===== config.mk =====
export PLATFORM = sky130hd
export DESIGN_NAME = radix_number_to_text_top
export DESIGN_NICKNAME = d
export VERILOG_FILES = /design/src/rtn_pkg.sv /design/src/rtn_front.sv /design/src/rtn_queue.sv /design/src/rtn_back.sv /design/src/radix_number_to_text_top.sv
export SDC_FILE = /design/constraint.sdc
export NUM_CORES = 1
export LEC_CHECK = 0
export BUFFER_PORTS_ARGS = -buffer_cell sky130_fd_sc_hd__buf_2
export CORE_ASPECT_RATIO = 0.5
export CORE_MARGIN = 5
export CORE_UTILIZATION = 32
export DETAILED_ROUTE_END_ITERATION = 6
export GPL_ROUTABILITY_DRIVEN = 1
export PLACE_DENSITY_LB_ADDON = 0.12
export SYNTH_ARGS = -nofsm -noshare
export SYNTH_HDL_FRONTEND = slang
export SYNTH_SLANG_ARGS = --single-unit

===== constraint.sdc =====
create_clock -name clk -period 28.2 [get_ports clk]
set_input_delay 2.82 -clock clk [delete_from_list [all_inputs] [get_ports clk]]
set_output_delay 2.82 -clock clk [all_outputs]
set_load 0.02 [all_outputs]

===== src/rtn_pkg.sv =====
// Package with the shared types, constants and digit lookup for the number-to-text block.
`timescale 1ns / 1ps
`default_nettype none

package rtn_pkg;

  localparam logic [4:0] BASE_MIN = 5'd2;
  localparam logic [4:0] BASE_MAX = 5'd16;

  // Number of restoring-division steps done per clock in the back end.
  localparam int STEPS_PER_CYCLE = 8;

  localparam int QUEUE_DEPTH = 2;

  localparam logic [7:0] CHAR_MINUS = 8'h2D;
  localparam logic [7:0] CHAR_ZERO  = 8'h30;
  localparam logic [7:0] CHAR_LOWER = 8'h61;
  localparam logic [7:0] CHAR_UPPER = 8'h41;

  typedef struct packed {
    logic [4:0] base;
    logic       lowercase;
    logic       treat_unsigned;
  } in_ctrl_t;

  typedef struct packed {
    logic [7:0] character;
    logic       last;
  } out_item_t;

  // Classified job handed from the front end to the back end.
  typedef struct packed {
    logic [4:0] base;
    logic       lowercase;
    logic       negative;
  } job_t;

  typedef enum logic [2:0] {
    BK_IDLE,
    BK_DIVIDE,
    BK_PRIME,
    BK_SIGN,
    BK_EMIT
  } back_state_t;

  function automatic logic [7:0] digit_char(input logic [3:0] digit, input logic lower);
    logic [7:0] c;
    if (digit < 4'd10) begin
      c = CHAR_ZERO + {4'd0, digit};
    end else if (lower) begin
      c = CHAR_LOWER + {4'd0, digit} - 8'd10;
    end else begin
      c = CHAR_UPPER + {4'd0, digit} - 8'd10;
    end
    return c;
  endfunction

endpackage

`default_nettype wire


===== src/rtn_front.sv =====
// Front end: takes an item, clamps the base, resolves the sign and forms the magnitude.
`timescale 1ns / 1ps
`default_nettype none

module rtn_front #(
  parameter int VALUE_BITS
) (
  input  wire logic                                      start,
  input  wire logic [VALUE_BITS-1:0]                     in_value,
  input  wire rtn_pkg::in_ctrl_t                         in_ctrl,
  input  wire logic                                      q_full,
  output logic                                           busy,
  output logic                                           q_push,
  output logic [VALUE_BITS+$bits(rtn_pkg::job_t)-1:0]    q_push_data
);

  rtn_pkg::job_t          job;
  logic [VALUE_BITS-1:0]  magnitude;

  always_comb begin
    job.lowercase = in_ctrl.lowercase;
    if (in_ctrl.base < rtn_pkg::BASE_MIN) begin
      job.base = rtn_pkg::BASE_MIN;
    end else if (in_ctrl.base > rtn_pkg::BASE_MAX) begin
      job.base = rtn_pkg::BASE_MAX;
    end else begin
      job.base = in_ctrl.base;
    end
    job.negative = !in_ctrl.treat_unsigned && in_value[VALUE_BITS-1];
    // The most negative value negates to itself, which read unsigned is its magnitude.
    magnitude = job.negative ? (~in_value + {{(VALUE_BITS-1){1'b0}}, 1'b1}) : in_value;
  end

  assign busy        = q_full;
  assign q_push      = start && !q_full;
  assign q_push_data = {job, magnitude};

endmodule

`default_nettype wire


===== src/rtn_queue.sv =====
// Small job queue that decouples the front end from the back end.
`timescale 1ns / 1ps
`default_nettype none

module rtn_queue #(
  parameter int DATA_W
) (
  input  wire logic              clk,
  input  wire logic              rst_n,
  input  wire logic              push,
  input  wire logic [DATA_W-1:0] push_data,
  input  wire logic              pop,
  output logic [DATA_W-1:0]      pop_data,
  output logic                   full,
  output logic                   empty
);

  localparam int PW = $clog2(rtn_pkg::QUEUE_DEPTH);
  localparam int CW = $clog2(rtn_pkg::QUEUE_DEPTH + 1);

  logic [DATA_W-1:0] slot_r [rtn_pkg::QUEUE_DEPTH];
  logic [PW-1:0]     wr_ptr_r, wr_ptr_nxt;
  logic [PW-1:0]     rd_ptr_r, rd_ptr_nxt;
  logic [CW-1:0]     count_r, count_nxt;

  always_comb begin
    wr_ptr_nxt = wr_ptr_r;
    rd_ptr_nxt = rd_ptr_r;
    count_nxt  = count_r;
    if (push) begin
      wr_ptr_nxt = (wr_ptr_r == PW'(rtn_pkg::QUEUE_DEPTH - 1)) ? '0 : wr_ptr_r + 1'b1;
    end
    if (pop) begin
      rd_ptr_nxt = (rd_ptr_r == PW'(rtn_pkg::QUEUE_DEPTH - 1)) ? '0 : rd_ptr_r + 1'b1;
    end
    if (push && !pop) begin
      count_nxt = count_r + 1'b1;
    end else if (pop && !push) begin
      count_nxt = count_r - 1'b1;
    end
  end

  always_ff @(posedge clk) begin
    if (!rst_n) begin
      wr_ptr_r <= '0;
      rd_ptr_r <= '0;
      count_r  <= '0;
    end else begin
      wr_ptr_r <= wr_ptr_nxt;
      rd_ptr_r <= rd_ptr_nxt;
      count_r  <= count_nxt;
    end
  end

  always_ff @(posedge clk) begin
    if (push) begin
      slot_r[wr_ptr_r] <= push_data;
    end
  end

  assign pop_data = slot_r[rd_ptr_r];
  assign full     = (count_r == CW'(rtn_pkg::QUEUE_DEPTH));
  assign empty    = (count_r == '0);

`ifndef SYNTHESIS
  a_no_pop_empty: assert property (@(posedge clk) disable iff (!rst_n) !(pop && empty))
    else $error("queue popped while empty");
  a_count_bound: assert property (@(posedge clk) disable iff (!rst_n)
    count_r <= CW'(rtn_pkg::QUEUE_DEPTH))
    else $error("queue count beyond depth");
`endif

endmodule

`default_nettype wire


===== src/rtn_back.sv =====
// Back end: divides the magnitude into digits, stores them and emits the characters.
`timescale 1ns / 1ps
`default_nettype none

module rtn_back #(
  parameter int VALUE_BITS
) (
  input  wire logic                                    clk,
  input  wire logic                                    rst_n,
  input  wire logic                                    q_empty,
  input  wire logic [VALUE_BITS+$bits(rtn_pkg::job_t)-1:0] q_data,
  output logic                                         q_pop,
  output logic                                         out_valid,
  output rtn_pkg::out_item_t                           out_item
);

  localparam int JOB_W  = $bits(rtn_pkg::job_t);
  localparam int STEPS  = rtn_pkg::STEPS_PER_CYCLE;
  localparam int CHUNKS = (VALUE_BITS + STEPS - 1) / STEPS;
  localparam int DIV_W  = CHUNKS * STEPS;
  localparam int CHW    = (CHUNKS > 1) ? $clog2(CHUNKS) : 1;
  localparam int AW     = $clog2(VALUE_BITS);

  rtn_pkg::back_state_t state_r, state_nxt;
  logic [DIV_W-1:0]     quot_r, quot_nxt;
  logic [3:0]           rem_r, rem_nxt;
  logic [4:0]           base_r, base_nxt;
  logic                 lower_r, lower_nxt;
  logic                 neg_r, neg_nxt;
  logic [CHW-1:0]       chunk_r, chunk_nxt;
  logic [AW-1:0]        digit_idx_r, digit_idx_nxt;
  logic [AW-1:0]        ptr_r, ptr_nxt;

  rtn_pkg::job_t        job_in;
  logic [DIV_W-1:0]     step_q;
  logic [3:0]           step_r;
  logic                 wr_en;

  logic [3:0]           digit_mem [VALUE_BITS];
  logic [3:0]           rd_q_r;

  assign job_in = q_data[VALUE_BITS +: JOB_W];

  // Restoring division, a fixed number of quotient bits per cycle; the remainder stays
  // below the base, so every step is a narrow compare and subtract.
  always_comb begin
    logic [4:0] t;
    step_q = quot_r;
    step_r = rem_r;
    for (int i = 0; i < STEPS; i++) begin
      t      = {step_r, step_q[DIV_W-1]};
      step_q = {step_q[DIV_W-2:0], 1'b0};
      if (t >= base_r) begin
        t         = t - base_r;
        step_q[0] = 1'b1;
      end
      step_r = t[3:0];
    end
  end

  always_comb begin
    state_nxt     = state_r;
    quot_nxt      = quot_r;
    rem_nxt       = rem_r;
    base_nxt      = base_r;
    lower_nxt     = lower_r;
    neg_nxt       = neg_r;
    chunk_nxt     = chunk_r;
    digit_idx_nxt = digit_idx_r;
    ptr_nxt       = ptr_r;
    q_pop         = 1'b0;
    wr_en         = 1'b0;
    out_valid     = 1'b0;
    out_item      = '0;
    case (state_r)
      rtn_pkg::BK_IDLE: begin
        if (!q_empty) begin
          q_pop         = 1'b1;
          quot_nxt      = DIV_W'(q_data[VALUE_BITS-1:0]);
          rem_nxt       = '0;
          base_nxt      = job_in.base;
          lower_nxt     = job_in.lowercase;
          neg_nxt       = job_in.negative;
          chunk_nxt     = '0;
          digit_idx_nxt = '0;
          state_nxt     = rtn_pkg::BK_DIVIDE;
        end
      end
      rtn_pkg::BK_DIVIDE: begin
        quot_nxt = step_q;
        rem_nxt  = step_r;
        if (chunk_r == CHW'(CHUNKS - 1)) begin
          wr_en     = 1'b1;
          chunk_nxt = '0;
          rem_nxt   = '0;
          if (step_q != '0 && digit_idx_r != AW'(VALUE_BITS - 1)) begin
            digit_idx_nxt = digit_idx_r + 1'b1;
          end else begin
            ptr_nxt   = digit_idx_r;
            state_nxt = rtn_pkg::BK_PRIME;
          end
        end else begin
          chunk_nxt = chunk_r + 1'b1;
        end
      end
      rtn_pkg::BK_PRIME: begin
        // Waits for the registered read of the top digit.
        state_nxt = neg_r ? rtn_pkg::BK_SIGN : rtn_pkg::BK_EMIT;
      end
      rtn_pkg::BK_SIGN: begin
        out_valid          = 1'b1;
        out_item.character = rtn_pkg::CHAR_MINUS;
        out_item.last      = 1'b0;
        state_nxt          = rtn_pkg::BK_EMIT;
      end
      rtn_pkg::BK_EMIT: begin
        out_valid          = 1'b1;
        out_item.character = rtn_pkg::digit_char(rd_q_r, lower_r);
        out_item.last      = (ptr_r == '0);
        if (ptr_r == '0) begin
          state_nxt = rtn_pkg::BK_IDLE;
        end else begin
          ptr_nxt = ptr_r - 1'b1;
        end
      end
      default: begin
        state_nxt = rtn_pkg::BK_IDLE;
      end
    endcase
  end

  always_ff @(posedge clk) begin
    if (!rst_n) begin
      state_r <= rtn_pkg::BK_IDLE;
      chunk_r <= '0;
    end else begin
      state_r <= state_nxt;
      chunk_r <= chunk_nxt;
    end
  end

  always_ff @(posedge clk) begin
    quot_r      <= quot_nxt;
    rem_r       <= rem_nxt;
    base_r      <= base_nxt;
    lower_r     <= lower_nxt;
    neg_r       <= neg_nxt;
    digit_idx_r <= digit_idx_nxt;
    ptr_r       <= ptr_nxt;
  end

  // Digit store: written at the current digit, read at the next output position.
  always_ff @(posedge clk) begin
    if (wr_en) begin
      digit_mem[digit_idx_r] <= step_r;
    end
    rd_q_r <= digit_mem[ptr_nxt];
  end

`ifndef SYNTHESIS
  a_pop_when_idle: assert property (@(posedge clk) disable iff (!rst_n)
    q_pop |-> state_r == rtn_pkg::BK_IDLE)
    else $error("job taken while the back end is working");
  a_last_ends_item: assert property (@(posedge clk) disable iff (!rst_n)
    (out_valid && out_item.last) |=> state_r == rtn_pkg::BK_IDLE)
    else $error("back end did not return to idle after the last character");
  a_digit_bound: assert property (@(posedge clk) disable iff (!rst_n)
    state_r == rtn_pkg::BK_DIVIDE |-> digit_idx_r <= AW'(VALUE_BITS - 1))
    else $error("digit index past the store");
`endif

endmodule

`default_nettype wire


===== src/radix_number_to_text_top.sv =====
// Top level of the number-to-text block: front end, job queue and back end.
//
//   channel  ports                       handshake
//   input    start, busy, in_value,      taken at a rising edge with start high
//            in_ctrl                     and busy low
//   result   out_valid, out_item         one character per strobe cycle, no backpressure
//
// The back end pops a job when idle, divides the magnitude into D digits, primes the
// read of the top digit, sends a minus sign if negative and then the D digits, and takes
// no new job until idle again; the division unit settles eight quotient bits per cycle.
// Reset is synchronous, active low, and empties the queue and idles the back end.
// busy rises only when the two-entry queue is full; results cannot be stalled.
`timescale 1ns / 1ps
`default_nettype none

module radix_number_to_text_top #(
  parameter int VALUE_BITS = 32
) (
  input  wire logic                  clk,
  input  wire logic                  rst_n,
  input  wire logic                  start,
  output logic                       busy,
  input  wire logic [VALUE_BITS-1:0] in_value,
  input  wire rtn_pkg::in_ctrl_t     in_ctrl,
  output logic                       out_valid,
  output rtn_pkg::out_item_t         out_item
);

  localparam int Q_W = VALUE_BITS + $bits(rtn_pkg::job_t);

  logic           q_push;
  logic [Q_W-1:0] q_push_data;
  logic           q_pop;
  logic [Q_W-1:0] q_pop_data;
  logic           q_full;
  logic           q_empty;

  rtn_front #(
    .VALUE_BITS (VALUE_BITS)
  ) u_front (
    .start       (start),
    .in_value    (in_value),
    .in_ctrl     (in_ctrl),
    .q_full      (q_full),
    .busy        (busy),
    .q_push      (q_push),
    .q_push_data (q_push_data)
  );

  rtn_queue #(
    .DATA_W (Q_W)
  ) u_queue (
    .clk       (clk),
    .rst_n     (rst_n),
    .push      (q_push),
    .push_data (q_push_data),
    .pop       (q_pop),
    .pop_data  (q_pop_data),
    .full      (q_full),
    .empty     (q_empty)
  );

  rtn_back #(
    .VALUE_BITS (VALUE_BITS)
  ) u_back (
    .clk       (clk),
    .rst_n     (rst_n),
    .q_empty   (q_empty),
    .q_data    (q_pop_data),
    .q_pop     (q_pop),
    .out_valid (out_valid),
    .out_item  (out_item)
  );

endmodule

`default_nettype wire


* Yosys cells after proc, flatten, opt, wreduce, memory -nomap -nowiden
Memory sizes are Yosys's and may differ from the RTL's. A register that Yosys moved wholly into a read port is not among the register bits.
Cells that the tools add are included.
Widths: inputs -> output; s select.
** Cells by class
- Add/sub/neg operators :: 21
- $lt $le $gt $ge :: 11
- Eq/ne operators :: 12
- Mux-type cells :: 59
- Bitwise gates (word level) :: 2
- Reductions and logical operators :: 20
** Operator list (count)
- $mux 32 :: 2
- $pmux 32 s2 :: 1
- $ge 5x5->1 :: 8
- $mux 4 :: 10
- $mux 5 :: 8
- $add 32x1->32 const B :: 1
- $not 32->32 :: 1
- $reduce_bool 32->1 :: 1
- $sub 4x4->4 :: 8
- $mux 1 :: 21
- $pmux 5 s2 :: 2
- $pmux 9 s2 :: 1
- $add 7x4->8 const A :: 2
- $mux 8 :: 2
- $sub 8x4->8 const B :: 2
- $mux 3 :: 5
- $pmux 3 s5 :: 1
- $mux 2 :: 4
- $pmux 4 s2 :: 1
- $reduce_and 4->1 :: 2
- $add 6x4->7 const A :: 1
- $eq 3x2->1 const B :: 2
- $ne 2x1->1 const B :: 3
- $add 5x1->5 const B :: 1
- 22 further kinds :: 35
** Storage, ports and cells
- Bits in registers :: 62
- Memory bits (writable) :: 206
- Output and inout port bits :: 11
- Word-level logic and storage cells :: 139
- Memories kept :: 2
** Memories
- u_back.digit_mem :: depth 32, width 4, read ports 1, clocked after memory_dff 1, wr ports 1, line rtn_back.sv:39 : logic [3:0] digit_mem [VALUE_BITS];
- u_queue.slot_r :: depth 2, width 39, read ports 1, clocked after memory_dff 1, wr ports 1, line rtn_queue.sv:21 : logic [DATA_W-1:0] slot_r [rtn_pkg::QUEUE_DEPTH];

* Depth between registers and ports, before layout
- Depth after elaboration :: 21
- Mapped depth :: 67

* Cells and area by module
A second synthesis with hierarchy kept.
** Unflattened totals
- Cells, all modules :: 1189
- Area total of the unflattened synthesis :: 13888.3 um^2
** Modules (own cells, without submodules)
- rtn_back :: times used 1, cells an instance 930, area an instance 9989.6 um^2, seq. area each 5565.3 um^2
- rtn_queue :: times used 1, cells an instance 143, area an instance 3029.2 um^2, seq. area each 2442.3 um^2
- rtn_front :: times used 1, cells an instance 116, area an instance 869.6 um^2, seq. area each 0.0 um^2

* Worst setup path before layout
No wires, ideal clock.
- Path kind :: register -> register
- Start point :: register u_back.base_r[1]
- End point :: register u_back.rd_q_r[1], read port of u_back.digit_mem
- Arrival time :: 12899 ps
- Slack :: 15185 ps
- Cell stages (with the launch flop) :: 64
- Path buffers :: 8
- Path through :: edfxtp_1 > inv_1 > ha_1 > nand4_1 > a21oi_1 > a211o_1 > o21ai_0 > inv_1 > ha_1 > and3_1 > a221o_1 > a21oi_1 > clkbuf_1 > nor2_1 > a21oi_1 > inv_1 > ha_1 > and3_1 > [... 28 more ...] > a21oi_1 > a211o_1 > buf_6 > a21oi_1 > ha_1 > a211oi_1 > o21bai_1 > a2111oi_4 > a31oi_4 > o21a_1 > buf_6 > inv_4 > buf_6 > buf_4 > mux2_2 > o211ai_1 > o211ai_1 > and4_1
** Between the ends
- Longest elaborated chain between the ends :: 21
- Elaborated cells between the ends (all ways) :: 35
** RTL lines
- from (decl) :: line rtn_back.sv:27 : logic [4:0] base_r, base_nxt;
- from (signal assigned) :: line rtn_back.sv:145 : base_r <= base_nxt;
- $sub 4x4->4 or $ge 5x5->1 (tied branches) :: line rtn_back.sv:54, rtn_back.sv:53
- $mux 4 :: line rtn_back.sv:53 : if (t >= base_r) begin
- $sub 4x4->4 or $ge 5x5->1 (tied branches) :: line rtn_back.sv:54, rtn_back.sv:53
- $mux 4 :: line rtn_back.sv:53
- $sub 4x4->4 or $ge 5x5->1 (tied branches) :: line rtn_back.sv:54, rtn_back.sv:53
- $mux 4 :: line rtn_back.sv:53
- $ge 5x5->1 or $sub 4x4->4 (tied branches) :: line rtn_back.sv:53, rtn_back.sv:54
- $mux 4 :: line rtn_back.sv:53
- [... 5 more ...]
- $mux 4 :: line rtn_back.sv:53
- $ge 5x5->1 :: line rtn_back.sv:53
- $mux 1 :: line rtn_back.sv:53
- $reduce_bool 32->1 * :: line rtn_back.sv:96 : if (step_q != '0 && digit_idx_r != AW'(VALUE_BITS - 1)) begin
- $logic_and 1x1->1 * :: line rtn_back.sv:96
- $mux 5 * :: line rtn_back.sv:96
- $mux 5 * :: line rtn_back.sv:92 : if (chunk_r == CHW'(CHUNKS - 1)) begin
- $pmux 5 s2 * :: line rtn_back.sv:75 : case (state_r)
- to (decl) :: line rtn_back.sv:40 : logic [3:0] rd_q_r;
Every way passes the cells marked *; elsewhere a longest branch is shown, timed or not.
A chain may end at the register's enable or synchronous reset.

* Final worst setup path
- Start point :: register u_back.base_r[1]
- End point :: register u_back.rd_q_r[2], read port of u_back.digit_mem
The elaborated chain is that of the path after synthesis.

==> results.cfg <==
[run_status]
status = complete, no violations

[placement]
port_buffers = 51
place.gp.congestion = 0.848
dp_hpwl_um = 22400
dp.cells = 1680
placed_area_sq_um = 14600

[timing]
fin_skew_ns = 0.0332
rsz0062_at_grt = no
worst_pin_slew_ns = 1.06
fin_setup_tns_ns = 0
fmax_ghz = 0.0625
hold_viol_final = 0
timing.final.crit_share_pct = 56.7
post-route-min-period_ns = 16.00
slew_headroom_pct = 28.9
setup_viol = 0
slew_viol_final = 0

[global_routing]
grt_pass1_vias = 8758
grtUsageTotal_pct = 13.8
overflow = 0
grt_max_degree = 75
grt_pass1_wl_um = 51400
antenna_found_initial = 0

[drt]
viasPerCell = 4.96
drt-pass1-iter-count = 5
drcViolationCount = 0
antenna_left = 0
wl_per_cell_um = 19.1
wl_um = 33000
drt_iter0_drc = 523
num_vias = 8589

[clock_tree]
hold_buffers = 0
cts_resized = 0
cts-root-buf = clkbuf_16
clkTransAtPathRegs_ns = 0.07
cts_setup_buffers = 0
cts_buffers = 27
htree_levels = 1
clk_latency_ns = 0.57
cts_buffer_depth = 3
clkSinkCount = 273
tritoncts = yes

[setup_path]
cp.arrival_ns = 16.46
worst-path-buf-inv = 7
crit_start = u_back.base_r[1]$_DFFE_PP_
r2r-start = u_back.base_r[1]$_DFFE_PP_
timing.rr.end = u_back.rd_q_r[2]$_DFF_P_
cp_max_fo = 48
cpPeakStageDelay_ns = 0.66
endpoint_kind = register
worst_path_max_delay_cell = a21oi_1
crit_end = u_back.rd_q_r[2]$_DFF_P_
cp-start-kind = register
worst-path-stages = 54
reg2reg_depth = 54
timing_worst_setup_path_type = reg -> reg
required_ns = 28.66
reg2reg_slack_ns = 12.20
cp_top_family = compound AO/OA/AOI/OAI gates

[floorplan]
die_height_um = 157
die_area_sq_um = 47500
die_w_um = 303
initial_core_util_pct = 32.6
ioPinCount = 53
coreArea_sq_um = 42200
rows = 53

[final_layout]
instances_no_fill = 1730
fin_area_sq_um = 15400
final_common_cell = edfxtp_1
post_route_cells_drive_above_1_share_pct = 13.9
utilization_pct = 36.5
final_cell_mix = 254 x edfxtp_1, 75 x nor2_1, 74 x mux2i_1, 72 x nand2_1, 65 x inv_1
fin_nets = 1232
syn2layout_area_growth_pct = 12.0
n_fill_cell = 4123
diodes = 0

[hold_path]
hp-class = reg -> reg
hp-start = u_back.chunk_r[1]$_SDFFE_PN0P_

[synthesis]
syn_area_sq_um = 13800
netlist_instances = 1096
seq_area_frac_synth_pct = 58.2
avgSynthCellArea_sq_um = 12.5
synth_edf_count = 254
synth.net_count = 1196
yosys_most_used_dff = edfxtp_1
synth-seq-cells = 273
yosysWarnings = 0
async_flop_share_pct = 0
synth_cell_types = 66

[job]
cap_violations = 0
==> state kept, by name (all words and copies together) (netlist names), named ones only <==
name,flops
u_back.digit_idx_r,5
u_queue.count_r,2
u_queue.slot_r,78
u_back.lower_r,1
u_back.quot_r,32
u_back.ptr_r,5
u_back.rem_r,4
u_back.rd_q_r,4
u_queue.wr_ptr_r,1
u_back.base_r,5
u_back.chunk_r,2
u_queue.rd_ptr_r,1
u_back.digit_mem,128
u_back.neg_r,1
u_back.state_r,3
==> routing by layer <==
layer | GRT usage, % | up-vias | routed length [um]
met4 | 2.71 | 0 | 520
met2 | 23.2 | 155 | 15600
met1 | 19.4 | 4227 | 15700
met5 | 0 | - | 0
li1 | - | 4165 | -
met3 | 1.95 | 42 | 1270
==> final cells by class <==
cell class | instances | area, sq um | area share (%)
Sequential cell | 273 | 8010 | 52.0
Inverter | 67 | 254 | 1.65
Tap cell | 577 | 722 | 4.69
Multi-Input combinational cell | 705 | 5280 | 34.3
Timing Repair Buffer | 58 | 308 | 2.00
Clock buffer | 35 | 726 | 4.71
Clock inverter | 15 | 101 | 0.658
==> how the worst min path moves through the flow <==
stage               slack (ns)  cells past startpoint                               to
detailed placement        0.50                      2   u_back.chunk_r[1]$_SDFFE_PN0P_
global placement          0.46                      2   u_back.chunk_r[1]$_SDFFE_PN0P_
finish                    0.51                      2   u_back.chunk_r[1]$_SDFFE_PN0P_
global route              0.55                      2  u_queue.count_r[1]$_SDFFE_PN0P_
floorplan                 0.46                      2   u_back.chunk_r[1]$_SDFFE_PN0P_
CTS                       0.51                      2   u_back.chunk_r[1]$_SDFFE_PN0P_
==> cell families (layout without fill, tap and decap cells) <==
| group | after synthesis | after routing | share of synthesized area, % |
|---|---|---|---|
| AOI/OAI and AO/OA | 223 | 223 | 11.1 |
| xor gates and xnor gates | 52 | 52 | 3.31 |
| adders and majority gates | 58 | 58 | 5.71 |
| buffers and inverters | 118 | 175 | 3.65 |
| DFF | 273 | 273 | 58.2 |
| muxes | 116 | 116 | 8.82 |
| other | 1 | 1 | 0.0273 |
| and+or+nand+nor | 255 | 255 | 9.19 |
==> worst min-delay path: cells and delay by family, from the launching register on <==
family          cells  cell delay, ns
flops               1            0.32
compound gates      1            0.08
simple gates        1            0.06
==> metrics by stage <==
stage          hold WS (ns)  setup slack (ns)
2_1_floorplan         0.458             15.18
3_3_place_gp          0.464             12.82
3_5_place_dp          0.501             12.24
4_1_cts               0.508             12.20
5_1_grt               0.552             10.81
6_report              0.512             12.20
==> cell usage after synthesis, types with 4 or more instances <==
cell / n / area, sq um
a21o_1: 11 / 82.6
xnor2_1: 26 / 228
o31ai_1: 4 / 30.0
nor3_1: 12 / 60.1
fa_1: 8 / 160
nand3b_1: 5 / 37.5
nor4_1: 9 / 56.3
xor2_1: 26 / 228
nor3b_1: 8 / 60.1
nand2_1: 72 / 270
buf_4: 4 / 30.0
and2_1: 10 / 62.6
o21ai_0: 54 / 270
and4_1: 6 / 52.6
o211ai_1: 54 / 405
nand3_1: 9 / 45.0
a211oi_1: 5 / 37.5
buf_2: 9 / 45.0
a211o_1: 4 / 35.0
a21oi_1: 50 / 250
o21a_1: 4 / 30.0
buf_1: 6 / 22.5
mux2_2: 42 / 473
nor2_1: 76 / 285
mux2i_1: 74 / 741
or4_1: 4 / 30.0
o221a_2: 4 / 45.0
edfxtp_1: 254 / 7630
nand4_1: 5 / 31.3
nand2b_1: 9 / 56.3
ha_1: 50 / 626
and3_1: 7 / 43.8
buf_6: 4 / 45.0
inv_1: 65 / 244
clkbuf_1: 28 / 105
dfxtp_1: 19 / 380
nor2b_1: 13 / 81.3
Power is left out: the tool's default activity adds up to more than one toggle a clock period on the data nets, which glitch-free logic cannot reach.
